$ cat src/rtl/lcdns_pkg.sv
// ----------------------------------------------------------------------------
// lcdns_pkg
// Shared types, timing constants and the power-up pulse table for the
// character LCD nibble sequencer.
// ----------------------------------------------------------------------------
package lcdns_pkg;

    // Timing constants (microseconds unless noted)
    localparam int SETTLE_US  = 40;
    localparam int STARTUP_MS = 100;

    localparam int BEFORE_MAX = 131071;
    localparam int AFTER_MAX  = 8191;

    localparam int STARTUP_RAW_US = STARTUP_MS * 1000;
    localparam int STARTUP_US     = (STARTUP_RAW_US > BEFORE_MAX) ? BEFORE_MAX
                                                                 : STARTUP_RAW_US;

    localparam int EXTRA_SHORT_US = 100;
    localparam int EXTRA_CLEAR_US = 2000;
    localparam int EXTRA_POWER_US = 5000;

    // Pulse counts
    localparam int INIT_PULSES = 12;
    localparam int PULSE_IDX_W = $clog2(INIT_PULSES);

    // LCD command bytes
    localparam logic [7:0] LCD_FUNC_4BIT   = 8'h28;
    localparam logic [7:0] LCD_DISP_ON     = 8'h0C;
    localparam logic [7:0] LCD_ENTRY_MODE  = 8'h06;
    localparam logic [7:0] LCD_CLR_DISPLAY = 8'h01;
    localparam logic [7:0] LCD_SET_DDRAM   = 8'h80;
    localparam logic [3:0] LCD_WAKE_NIB    = 4'h3;
    localparam logic [3:0] LCD_4BIT_NIB    = 4'h2;

    // DDRAM row offsets
    localparam logic [7:0] ROW1_OFFSET = 8'h40;
    localparam logic [7:0] ROW2_OFFSET = 8'h10;
    localparam logic [7:0] ROW3_OFFSET = 8'h50;

    // Command codes on the input
    typedef enum logic [2:0] {
        ACT_INIT   = 3'd0,
        ACT_CHAR   = 3'd1,
        ACT_CURSOR = 3'd2,
        ACT_CLEAR  = 3'd3,
        ACT_RAW    = 3'd4
    } action_t;

    // Extra delay added after enable falls
    typedef enum logic [1:0] {
        EXTRA_NONE,
        EXTRA_SHORT,
        EXTRA_CLEAR,
        EXTRA_POWER
    } extra_t;

    // Queued command word between front and back
    typedef struct packed {
        logic       is_init;
        logic       is_clear;
        logic       sel;
        logic [7:0] cmd_byte;
        logic [1:0] cursor_mode;
    } cmd_desc_t;

    // One pulse as shown on the output
    typedef struct packed {
        logic [16:0] wait_before_us;
        logic        select_level;
        logic [3:0]  nibble;
        logic [12:0] wait_after_us;
        logic        last_pulse;
    } pulse_t;

    function automatic logic [12:0] sat_after(input int extra_us);
        int total;
        begin
            total = SETTLE_US + extra_us;
            sat_after = (total > AFTER_MAX) ? 13'(AFTER_MAX) : 13'(total);
        end
    endfunction

    function automatic logic [12:0] after_us(input extra_t extra);
        logic [12:0] res;
        begin
            case (extra)
                EXTRA_SHORT: res = sat_after(EXTRA_SHORT_US);
                EXTRA_CLEAR: res = sat_after(EXTRA_CLEAR_US);
                EXTRA_POWER: res = sat_after(EXTRA_POWER_US);
                default:     res = sat_after(0);
            endcase
            after_us = res;
        end
    endfunction

    // Power-up sequence nibble per pulse index
    function automatic logic [3:0] init_nibble(input logic [PULSE_IDX_W-1:0] idx,
                                               input logic [1:0] cursor_mode);
        logic [7:0] disp;
        logic [3:0] res;
        begin
            disp = LCD_DISP_ON | {6'd0, cursor_mode};
            unique case (idx)
                4'd0, 4'd1, 4'd2: res = LCD_WAKE_NIB;
                4'd3:             res = LCD_4BIT_NIB;
                4'd4:             res = LCD_FUNC_4BIT[7:4];
                4'd5:             res = LCD_FUNC_4BIT[3:0];
                4'd6:             res = disp[7:4];
                4'd7:             res = disp[3:0];
                4'd8:             res = LCD_CLR_DISPLAY[7:4];
                4'd9:             res = LCD_CLR_DISPLAY[3:0];
                4'd10:            res = LCD_ENTRY_MODE[7:4];
                4'd11:            res = LCD_ENTRY_MODE[3:0];
                default:          res = 4'd0;
            endcase
            init_nibble = res;
        end
    endfunction

    // Power-up sequence extra delay per pulse index
    function automatic extra_t init_extra(input logic [PULSE_IDX_W-1:0] idx);
        extra_t res;
        begin
            unique case (idx)
                4'd0, 4'd1: res = EXTRA_POWER;
                4'd2, 4'd3: res = EXTRA_SHORT;
                4'd9:       res = EXTRA_CLEAR;
                default:    res = EXTRA_NONE;
            endcase
            init_extra = res;
        end
    endfunction

endpackage

$ cat src/rtl/char_lcd_nibble_sequencer.sv
// ----------------------------------------------------------------------------
// char_lcd_nibble_sequencer
// Output: a command's first pulse word is loaded into the output register
// while it heads the two-entry queue and the output is not stalled.
// Throughput: one pulse word per cycle while out_stall is low; init has 12
// pulses, every other command 2, set by the back sequencer's pulse counter.
// Reset: queue empty, no output, cursor_mode 3, register select command mode.
// ----------------------------------------------------------------------------
module char_lcd_nibble_sequencer
    import lcdns_pkg::*;
(
    input  logic        clk,
    input  logic        rst_n,
    input  logic        cfg_write_en,
    input  logic [1:0]  cfg_write_data,
    input  logic        in_valid,
    output logic        in_stall,
    input  logic [2:0]  action,
    input  logic [7:0]  data_byte,
    input  logic [7:0]  row,
    input  logic [7:0]  column,
    output logic        out_valid,
    input  logic        out_stall,
    output logic [16:0] wait_before_us,
    output logic        select_level,
    output logic [3:0]  nibble,
    output logic [12:0] wait_after_us,
    output logic        last_pulse
);

    logic      q_full;
    logic      push;
    cmd_desc_t push_desc;
    logic      pop;
    logic      head_valid;
    cmd_desc_t head_desc;
    pulse_t    out_pulse;
    logic      in_fire;

    assign in_stall = q_full;
    assign in_fire  = in_valid && !q_full;

    // Decode stage
    lcdns_front u_front (
        .clk            (clk),
        .rst_n          (rst_n),
        .cfg_write_en   (cfg_write_en),
        .cfg_write_data (cfg_write_data),
        .in_fire        (in_fire),
        .action         (action),
        .data_byte      (data_byte),
        .row            (row),
        .column         (column),
        .push           (push),
        .push_desc      (push_desc)
    );

    // Command queue
    lcdns_queue u_queue (
        .clk        (clk),
        .rst_n      (rst_n),
        .push       (push),
        .push_desc  (push_desc),
        .pop        (pop),
        .full       (q_full),
        .head_valid (head_valid),
        .head_desc  (head_desc)
    );

    // Pulse sequencer
    lcdns_back u_back (
        .clk        (clk),
        .rst_n      (rst_n),
        .head_valid (head_valid),
        .head_desc  (head_desc),
        .pop        (pop),
        .out_stall  (out_stall),
        .out_valid  (out_valid),
        .out_pulse  (out_pulse)
    );

    assign wait_before_us = out_pulse.wait_before_us;
    assign select_level   = out_pulse.select_level;
    assign nibble         = out_pulse.nibble;
    assign wait_after_us  = out_pulse.wait_after_us;
    assign last_pulse     = out_pulse.last_pulse;

endmodule

$ cat src/rtl/lcdns_front.sv
// ----------------------------------------------------------------------------
// lcdns_front
// Accepts command words, decodes them into a queued descriptor and keeps
// the cursor mode register and the remembered register select.
// ----------------------------------------------------------------------------
module lcdns_front
    import lcdns_pkg::*;
(
    input  logic            clk,
    input  logic            rst_n,
    input  logic            cfg_write_en,
    input  logic [1:0]      cfg_write_data,
    input  logic            in_fire,
    input  logic [2:0]      action,
    input  logic [7:0]      data_byte,
    input  logic [7:0]      row,
    input  logic [7:0]      column,
    output logic            push,
    output cmd_desc_t       push_desc
);

    logic [1:0] cursor_mode_reg;
    logic [1:0] cursor_mode_next;
    logic       select_reg;
    logic       select_next;
    logic [7:0] row_offset;
    logic       known;

    // Cursor mode register
    always_comb
    begin
        cursor_mode_next = cfg_write_en ? cfg_write_data : cursor_mode_reg;
    end

    // Row offset for set cursor
    always_comb
    begin
        case (row)
            8'd1:    row_offset = ROW1_OFFSET;
            8'd2:    row_offset = ROW2_OFFSET;
            8'd3:    row_offset = ROW3_OFFSET;
            default: row_offset = 8'd0;
        endcase
    end

    // Command decode
    always_comb
    begin
        known                 = 1'b1;
        select_next           = select_reg;
        push_desc.is_init     = 1'b0;
        push_desc.is_clear    = 1'b0;
        push_desc.sel         = 1'b0;
        push_desc.cmd_byte    = data_byte;
        push_desc.cursor_mode = cursor_mode_reg;
        unique case (action_t'(action))
            ACT_INIT:
            begin
                push_desc.is_init = 1'b1;
                select_next       = 1'b0;
            end
            ACT_CHAR:
            begin
                push_desc.sel = 1'b1;
                select_next   = 1'b1;
            end
            ACT_CURSOR:
            begin
                push_desc.cmd_byte = LCD_SET_DDRAM | row_offset | {4'd0, column[3:0]};
                select_next        = 1'b0;
            end
            ACT_CLEAR:
            begin
                push_desc.is_clear = 1'b1;
                push_desc.cmd_byte = LCD_CLR_DISPLAY;
                select_next        = 1'b0;
            end
            ACT_RAW:
            begin
                push_desc.sel = select_reg;
            end
            default:
            begin
                known = 1'b0;
            end
        endcase
        push = in_fire && known;
    end

    always_ff @(posedge clk or negedge rst_n)
    begin
        if (!rst_n)
        begin
            cursor_mode_reg <= 2'd3;
            select_reg      <= 1'b0;
        end
        else
        begin
            cursor_mode_reg <= cursor_mode_next;
            if (in_fire)
            begin
                select_reg <= select_next;
            end
        end
    end

endmodule

$ cat src/rtl/lcdns_queue.sv
// ----------------------------------------------------------------------------
// lcdns_queue
// Two-entry queue of command descriptors between front and back.
// ----------------------------------------------------------------------------
module lcdns_queue
    import lcdns_pkg::*;
(
    input  logic      clk,
    input  logic      rst_n,
    input  logic      push,
    input  cmd_desc_t push_desc,
    input  logic      pop,
    output logic      full,
    output logic      head_valid,
    output cmd_desc_t head_desc
);

    cmd_desc_t  entry_reg [2];
    logic       wr_ptr_reg;
    logic       rd_ptr_reg;
    logic [1:0] count_reg;
    logic [1:0] count_next;

    assign full       = (count_reg == 2'd2);
    assign head_valid = (count_reg != 2'd0);
    assign head_desc  = entry_reg[rd_ptr_reg];

    // Occupancy
    always_comb
    begin
        count_next = count_reg;
        if (push && !pop)
        begin
            count_next = count_reg + 2'd1;
        end
        else if (pop && !push)
        begin
            count_next = count_reg - 2'd1;
        end
    end

    always_ff @(posedge clk or negedge rst_n)
    begin
        if (!rst_n)
        begin
            wr_ptr_reg <= 1'b0;
            rd_ptr_reg <= 1'b0;
            count_reg  <= 2'd0;
        end
        else
        begin
            count_reg <= count_next;
            if (push)
            begin
                wr_ptr_reg <= ~wr_ptr_reg;
            end
            if (pop)
            begin
                rd_ptr_reg <= ~rd_ptr_reg;
            end
        end
    end

    // Storage
    always_ff @(posedge clk)
    begin
        if (push)
        begin
            entry_reg[wr_ptr_reg] <= push_desc;
        end
    end

endmodule

$ cat src/rtl/lcdns_back.sv
// ----------------------------------------------------------------------------
// lcdns_back
// Steps through the pulses of the head command, one per cycle into the
// output register unless stalled, and pops the command with its last pulse.
// ----------------------------------------------------------------------------
module lcdns_back
    import lcdns_pkg::*;
(
    input  logic      clk,
    input  logic      rst_n,
    input  logic      head_valid,
    input  cmd_desc_t head_desc,
    output logic      pop,
    input  logic      out_stall,
    output logic      out_valid,
    output pulse_t    out_pulse
);

    logic [PULSE_IDX_W-1:0] idx_reg;
    logic [PULSE_IDX_W-1:0] idx_next;
    logic                   out_valid_reg;
    logic                   out_valid_next;
    pulse_t                 pulse_reg;
    pulse_t                 pulse_next;
    logic                   load;
    extra_t                 extra;

    assign out_valid = out_valid_reg;
    assign out_pulse = pulse_reg;

    // Pulse generation for the current index
    always_comb
    begin
        load = head_valid && (!out_valid_reg || !out_stall);

        pulse_next.select_level   = head_desc.sel;
        pulse_next.wait_before_us = 17'd0;
        extra                     = EXTRA_NONE;
        if (head_desc.is_init)
        begin
            pulse_next.select_level = 1'b0;
            pulse_next.nibble       = init_nibble(idx_reg, head_desc.cursor_mode);
            extra                   = init_extra(idx_reg);
            pulse_next.last_pulse   = (idx_reg == PULSE_IDX_W'(INIT_PULSES - 1));
            if (idx_reg == '0)
            begin
                pulse_next.wait_before_us = 17'(STARTUP_US);
            end
        end
        else
        begin
            pulse_next.last_pulse = idx_reg[0];
            pulse_next.nibble     = idx_reg[0] ? head_desc.cmd_byte[3:0]
                                               : head_desc.cmd_byte[7:4];
            if (idx_reg[0] && head_desc.is_clear)
            begin
                extra = EXTRA_CLEAR;
            end
        end
        pulse_next.wait_after_us = after_us(extra);

        pop      = load && pulse_next.last_pulse;
        idx_next = idx_reg;
        if (load)
        begin
            idx_next = pulse_next.last_pulse ? '0 : idx_reg + PULSE_IDX_W'(1);
        end

        out_valid_next = out_valid_reg;
        if (load)
        begin
            out_valid_next = 1'b1;
        end
        else if (!out_stall)
        begin
            out_valid_next = 1'b0;
        end
    end

    always_ff @(posedge clk or negedge rst_n)
    begin
        if (!rst_n)
        begin
            idx_reg       <= '0;
            out_valid_reg <= 1'b0;
        end
        else
        begin
            idx_reg       <= idx_next;
            out_valid_reg <= out_valid_next;
        end
    end

    // Output payload
    always_ff @(posedge clk)
    begin
        if (load)
        begin
            pulse_reg <= pulse_next;
        end
    end

endmodule
$ cat config.mk
export PLATFORM = sky130hd
export DESIGN_NAME = char_lcd_nibble_sequencer
export DESIGN_NICKNAME = d
export VERILOG_FILES = /design/src/rtl/lcdns_pkg.sv /design/src/rtl/char_lcd_nibble_sequencer.sv /design/src/rtl/lcdns_front.sv /design/src/rtl/lcdns_queue.sv /design/src/rtl/lcdns_back.sv
export SDC_FILE = /design/constraint.sdc
export NUM_CORES = 1
export LEC_CHECK = 0
export BUFFER_PORTS_ARGS = -buffer_cell sky130_fd_sc_hd__buf_2
export CAP_MARGIN = 20
export CORE_ASPECT_RATIO = 1.1
export CORE_MARGIN = 2
export CORE_UTILIZATION = 40
export CTS_CLUSTER_DIAMETER = 150
export CTS_CLUSTER_SIZE = 40
export DETAILED_ROUTE_END_ITERATION = 12
export PLACE_DENSITY_LB_ADDON = 0.2
export SLEW_MARGIN = 15
export SYNTH_ARGS = -nofsm -noshare
export SYNTH_HDL_FRONTEND = slang
export SYNTH_SLANG_ARGS = --single-unit
export TNS_END_PERCENT = 50
$ cat constraint.sdc
create_clock -name clk -period 3.7 [get_ports clk]
set_input_delay 0.555 -clock clk [delete_from_list [all_inputs] [get_ports clk]]
set_output_delay 0.555 -clock clk [all_outputs]
set_load 0.01 [all_outputs]
## Word-level counts from Yosys, hierarchy flattened

Memory sizes are Yosys's and may differ from the RTL's.
Index checks and enable logic that the tools add are counted.

| storage, ports and cells | value |
|---|---|
| memory bits (read-only) | 0 |
| memories | 1 |
| latch bits | 0 |
| output and inout port bits | 38 |
| flip-flop bits (word level) | 48 |
| bits in writable memories | 26 |

Memory list:

| name | words | bits a word | rd ports | clocked after memory_dff | write ports | line | source |
|---|---|---|---|---|---|---|---|
| u_queue.entry_reg | 2 | 13 | 1 | 0 | 1 | lcdns_queue.sv:18 | `cmd_desc_t entry_reg [2];` |

| cells by class | value |
|---|---|
| muxes and demuxes | 23 |
| reductions and logical operators | 25 |
| $add $sub $neg | 3 |
| multipliers | 0 |
| eq/ne operators | 20 |
| shift operators | 0 |
| divide/modulo/power cells | 0 |
| magnitude comparators | 0 |
| bitwise logic cells | 3 |

Operator list:

| cell | number |
|---|---|
| 13-bit case mux with 3 select lines | 1 |
| 4-bit case mux with 6 select lines | 1 |
| 7-bit case mux with 3 select lines | 1 |
| 17-bit two-way mux | 1 |
| 8-bit by 2-bit == test with 1-bit output (second input constant) | 2 |
| 8-bit case mux with 2 select lines | 1 |
| 4-bit by 3-bit == test with 1-bit output (second input constant) | 3 |
| 4-bit two-way mux | 3 |
| 4-bit by 2-bit == test with 1-bit output (second input constant) | 2 |
| 4-bit == test (second input constant) | 2 |
| 8-bit by 1-bit == test with 1-bit output (second input constant) | 1 |
| 1-bit two-way mux | 8 |
| 2-bit two-way mux | 4 |
| 8-bit by 4-bit bitwise OR with 8-bit output | 1 |
| 1-bit logical AND | 7 |
| 2-bit == test (second input constant) | 3 |
| 3-bit by 2-bit == test with 1-bit output (second input constant) | 2 |
| 2-bit case mux with 3 select lines | 1 |
| 2-bit nonzero test | 3 |
| 2-bit OR reduction | 3 |
| 3-bit OR reduction | 2 |
| 1-bit zero test | 5 |
| 5-bit OR reduction | 1 |
| 4-bit by 1-bit adder with 4-bit output (second input constant) | 1 |
| 13 further kinds | 15 |

## Logic depth before layout (Yosys ltp)

| depth | value |
|---|---|
| depth after elaboration | 8 |
| mapped depth | 8 |
| depth with buffers taken out | 8 |

## Hierarchy

A second synthesis with hierarchy kept.

| second synthesis, totals | value |
|---|---|
| cells, all modules | 210 |
| area, all modules | 2626.3 um^2 |

By module, submodules not included:

| module | seq. area each (um^2) | cells each | times used | area an instance (um^2) |
|---|---|---|---|---|
| lcdns_back | 545.5 | 110 | 1 | 1173.6 |
| lcdns_queue | 880.8 | 56 | 1 | 1127.3 |
| lcdns_front | 77.6 | 43 | 1 | 311.5 |
| char_lcd_nibble_sequencer | 0.0 | 1 | 1 | 13.8 |

## Worst setup path before layout

No wires, ideal clock.

| timing path | value |
|---|---|
| path type | input port to flip-flop |
| from | input out_stall |
| to | register u_queue.count_reg[1] |
| arrival time | 1.748 ns |
| buffers on the path | 1 |
| path slack | 1.873 ns |
| stages on the path | 7 |
| cells stage by stage | a2bb2oi_1 buf_2 nand2_1 ha_1 xor2_1 nor2_1 xor2_1 |

| on the way | value |
|---|---|
| longest elaborated chain between the ends | 7 |

RTL lines:

| item | line | source |
|---|---|---|
| start, declared | char_lcd_nibble_sequencer.sv:23 | `input logic out_stall,` |
| 1-bit zero test * | lcdns_back.sv:34 | `load = head_valid && (!out_valid_reg \|\| !out_stall);` |
| 1-bit logical OR * | lcdns_back.sv:34 |  |
| 1-bit logical AND * | lcdns_back.sv:34 |  |
| net u_back.load | lcdns_back.sv:25 | `logic load;` |
| 1-bit logical AND * | lcdns_back.sv:62 | `pop = load && pulse_next.last_pulse;` |
| 1-bit zero test | lcdns_queue.sv:32 | `if (push && !pop)` |
| 1-bit logical AND | lcdns_queue.sv:32 |  |
| 2-bit two-way mux or 2-bit nonzero test (tied branches) | - |  |
| end signal, assigned | lcdns_queue.sv:52 | `count_reg <= count_next;` |
| end, declared | lcdns_queue.sv:21 | `logic [1:0] count_reg;` |

The timed path passes the listed nets; every way through them passes the cells marked *.
A chain may end at the register's enable or synchronous reset.

==> summary.txt <==
Outcome -> completed
Multi-input logic area -> 852.1 µm²
CP Capture Type -> flop
Row cnt -> 30
Buffer depth of the longest clock path -> 2
EDFF count, synth -> 40
P_leak -> 0.001163 µW
Post-CTS sizing -> 0
Layout Nets -> 288
Vias in the first global route -> 1428
Total CTS buffers -> 5
Routed wire length per instance -> 12.62 µm
Crit-path cells -> mux2i_1, o21ai_0, and2_1
Initial detailed-routing violation count -> 41
Fill count -> 598
Yosys warning count -> 0
Hold buffers post-CTS -> 0
Synth Cell Area -> 2527 µm²
Post-DP Area -> 2763 µm²
XOR/XNOR share of the synthesized area -> 0.01733
Final Slew Violations -> 0
Hold Fails Final Rpt -> 0
Post-CTS Setup Inserts -> 0
Simple-gate share of the synthesized area -> 0.1064
Worst VDD drop -> 0.0003963 V
Ys async rst share -> 0.2308
GRT Total Usage -> 0.1261
Worst-path fanout max -> 14
Seq/Total Area, Yosys -> 0.5950
Worst min-delay path class -> primary input to asynchronous set/reset pin
Final worst path period share -> 0.6331
First-pass GRT wire length -> 6658 µm
Vias per cell -> 4.885
PD cells -> 715.6 nW/µm²
Final WL -> 4165 µm
Crit path largest cell delay -> 0.89 ns
Clock share of power -> 0.160
Switch share -> 0.3472
Post-Synthesis Cells -> 203
Remaining Overflow, GRT -> 0
Post-synth top flop -> edfxtp_1
Clock skew -> 0.006411 ns
Root Driver -> clkbuf_8
Syn_area_per_cell -> 12.45 µm²
Worst rel slew slack -> 0.3220
H-tree levels -> 2
Largest family of logic cells by synthesized area -> simple AND/OR/NAND/NOR gates
CTS tree -> built
Drt first pass iters -> 4
Total power -> 2043 µW
Die area -> 6971 µm²
Compound-cell area share of the yosys netlist -> 0.09257
Flops & latches, synth -> 52
Hpwl dp -> 3008 µm
Initial antenna violation count -> 0
Fmax -> 0.4269 GHz
Setup TNS -> 0 ns
Number of port buffers -> 53
Hold_ws -> 0.1278 ns
Num Clock Sinks -> 52
Seq pwr share -> 0.478
Chip width -> 79.79 µm
Number of remaining DRC errors -> 0
Synth Area in Adders -> 0.02475
Initial Util -> 0.4106
Num ports -> 72
Finished layout cell area -> 2855 µm²
Post-synthesis cell type count -> 43
Share of layout cells above drive strength 1 -> 0.3040
Max-Cap Viols -> 0
Critical path type -> flop to flop
Endpoints failing setup -> 0
CP startpoint kind -> flop
Latest clock arrival within the worst-skew pair -> 0.30 ns
Pint -> 1334 µW
Antenna cells -> 0
Seq. cell area -> 1504 µm²
Final critical-path required period -> 2.343 ns
RSZ-0062 raised after global routing -> no
Clock transition at path regs -> 0.09 ns
Die Ht -> 87.37 µm
Final weighted congestion in routability-driven placement -> 0.7601
Post-route ant nets -> 0
Core area -> 6156 µm²
Max reg flops -> 26
Area grow syn2layout -> 12.97%
Largest net degree at the start of global routing -> 25
Critical path required time -> 3.77 ns
Critical-path top delay cell -> mux2i_1
Worst slew pin tran -> 0.9888 ns
Combinational cell fraction of total power -> 0.362
DR vias -> 1612
Crit path arrival time -> 2.41 ns
P_sw -> 709.3 µW
Mux cell area share after synthesis -> 0.07277
-- stage by stage --
step                      cells  worst slack (ns)    util
final                       330             1.357  0.4638
after global routing        330             1.109  0.4638
after CTS                   330             1.298  0.4638
after detailed placement    322             1.307  0.4488
after global placement      322             1.334  0.4488
after floorplan             216             1.873       -
-- kinds of logic (layout without fill, tap and decap cells) --
kind of cell / count (synthesis) / in the layout
AO/OA/AOI/OAI: 38 / 38
adder cells (fa/ha/maj): 5 / 5
buffers and inverters: 36 / 70
XOR/XNOR: 5 / 5
other: 1 / 14
multiplexers: 12 / 12
AND/OR/NAND/NOR: 54 / 54
flip-flops: 52 / 52
-- layout by cell type (no fill, tap or decap), drive strengths merged, types with 3 or more instances in the layout --
master,Yosys,final
mux4,4,4
conb,1,14
nand2b,4,4
xnor2,3,3
and2,4,4
edfxtp,40,40
mux2,5,5
nand2,20,20
o21ai,18,18
nor2b,3,3
mux2i,3,3
nand3,3,3
nor2,9,9
dfrtp,10,10
inv,7,7
a21oi,5,5
ha,5,5
buf,27,55
clkbuf,2,6
-- final cells by class --
class | instances | share of cell area
multi-input cells | 128 | 0.2984
flip-flops and latches | 52 | 0.5267
well taps | 80 | 0.03506
inverters | 7 | 0.009202
clock inverters | 2 | 0.003506
repair buffers | 55 | 0.09816
clock buffers | 6 | 0.02892
-- Yosys cell counts, types with 3 or more instances --
cell | instances | area (µm²)
o21ai_0 | 13 | 65.06
dfrtp_1 | 10 | 250.2
o21ai_1 | 5 | 25.02
nor2b_1 | 3 | 18.77
inv_1 | 7 | 26.28
mux4_2 | 4 | 90.09
nand3_1 | 3 | 15.01
ha_1 | 5 | 62.56
nor2_1 | 9 | 33.78
buf_2 | 4 | 20.02
a21oi_1 | 5 | 25.02
edfxtp_1 | 40 | 1201
and2_1 | 4 | 25.02
buf_4 | 23 | 172.7
nand2b_1 | 4 | 25.02
xnor2_1 | 3 | 26.28
mux2_2 | 4 | 45.04
nand2_1 | 20 | 75.07
-- path summary, 6_finish.rpt --
path	end	slack, ns	startpoint	depth (start not counted)
max	u_back.out_pulse[11]	1.36	u_queue.rd_ptr_reg	3
min	u_front.select_reg	0.13	rst_n	1
max reg2reg	u_back.out_pulse[11]	1.36	u_queue.rd_ptr_reg	3
min reg2reg	u_queue.wr_ptr_reg	0.49	u_queue.wr_ptr_reg	1
max in group asynchronous	u_front.cursor_mode_reg[1]	3.29	rst_n	1
min in group clk	u_front.select_reg	0.49	action[1]	2
-- power by group through the flow --
stage	combinational [µW]	sequential (µW)	clock, µW
6_report	739	977	326
2_1_floorplan	603	962	0
3_3_place_gp	745	992	0
5_1_grt	832	1010	361
3_5_place_dp	745	996	0
4_1_cts	748	984	339
-- layer usage --
metal	GRT usage	vias up	wire length, µm
li1	-	790	-
met1	0.1620	759	1839
met2	0.2040	59	2043
met3	0.03838	4	251
met4	0.04314	0	30
met5	0	-	0
-- critical path: cells and delay by family (launching register included) --
| family | cells | cell delay (ns) |
|---|---|---|
| compound gates | 1 | 0.26 |
| mux | 1 | 0.89 |
| simple gates | 1 | 0.22 |
| flops | 1 | 0.73 |
Note: power is estimated with default switching activity, not from simulation.
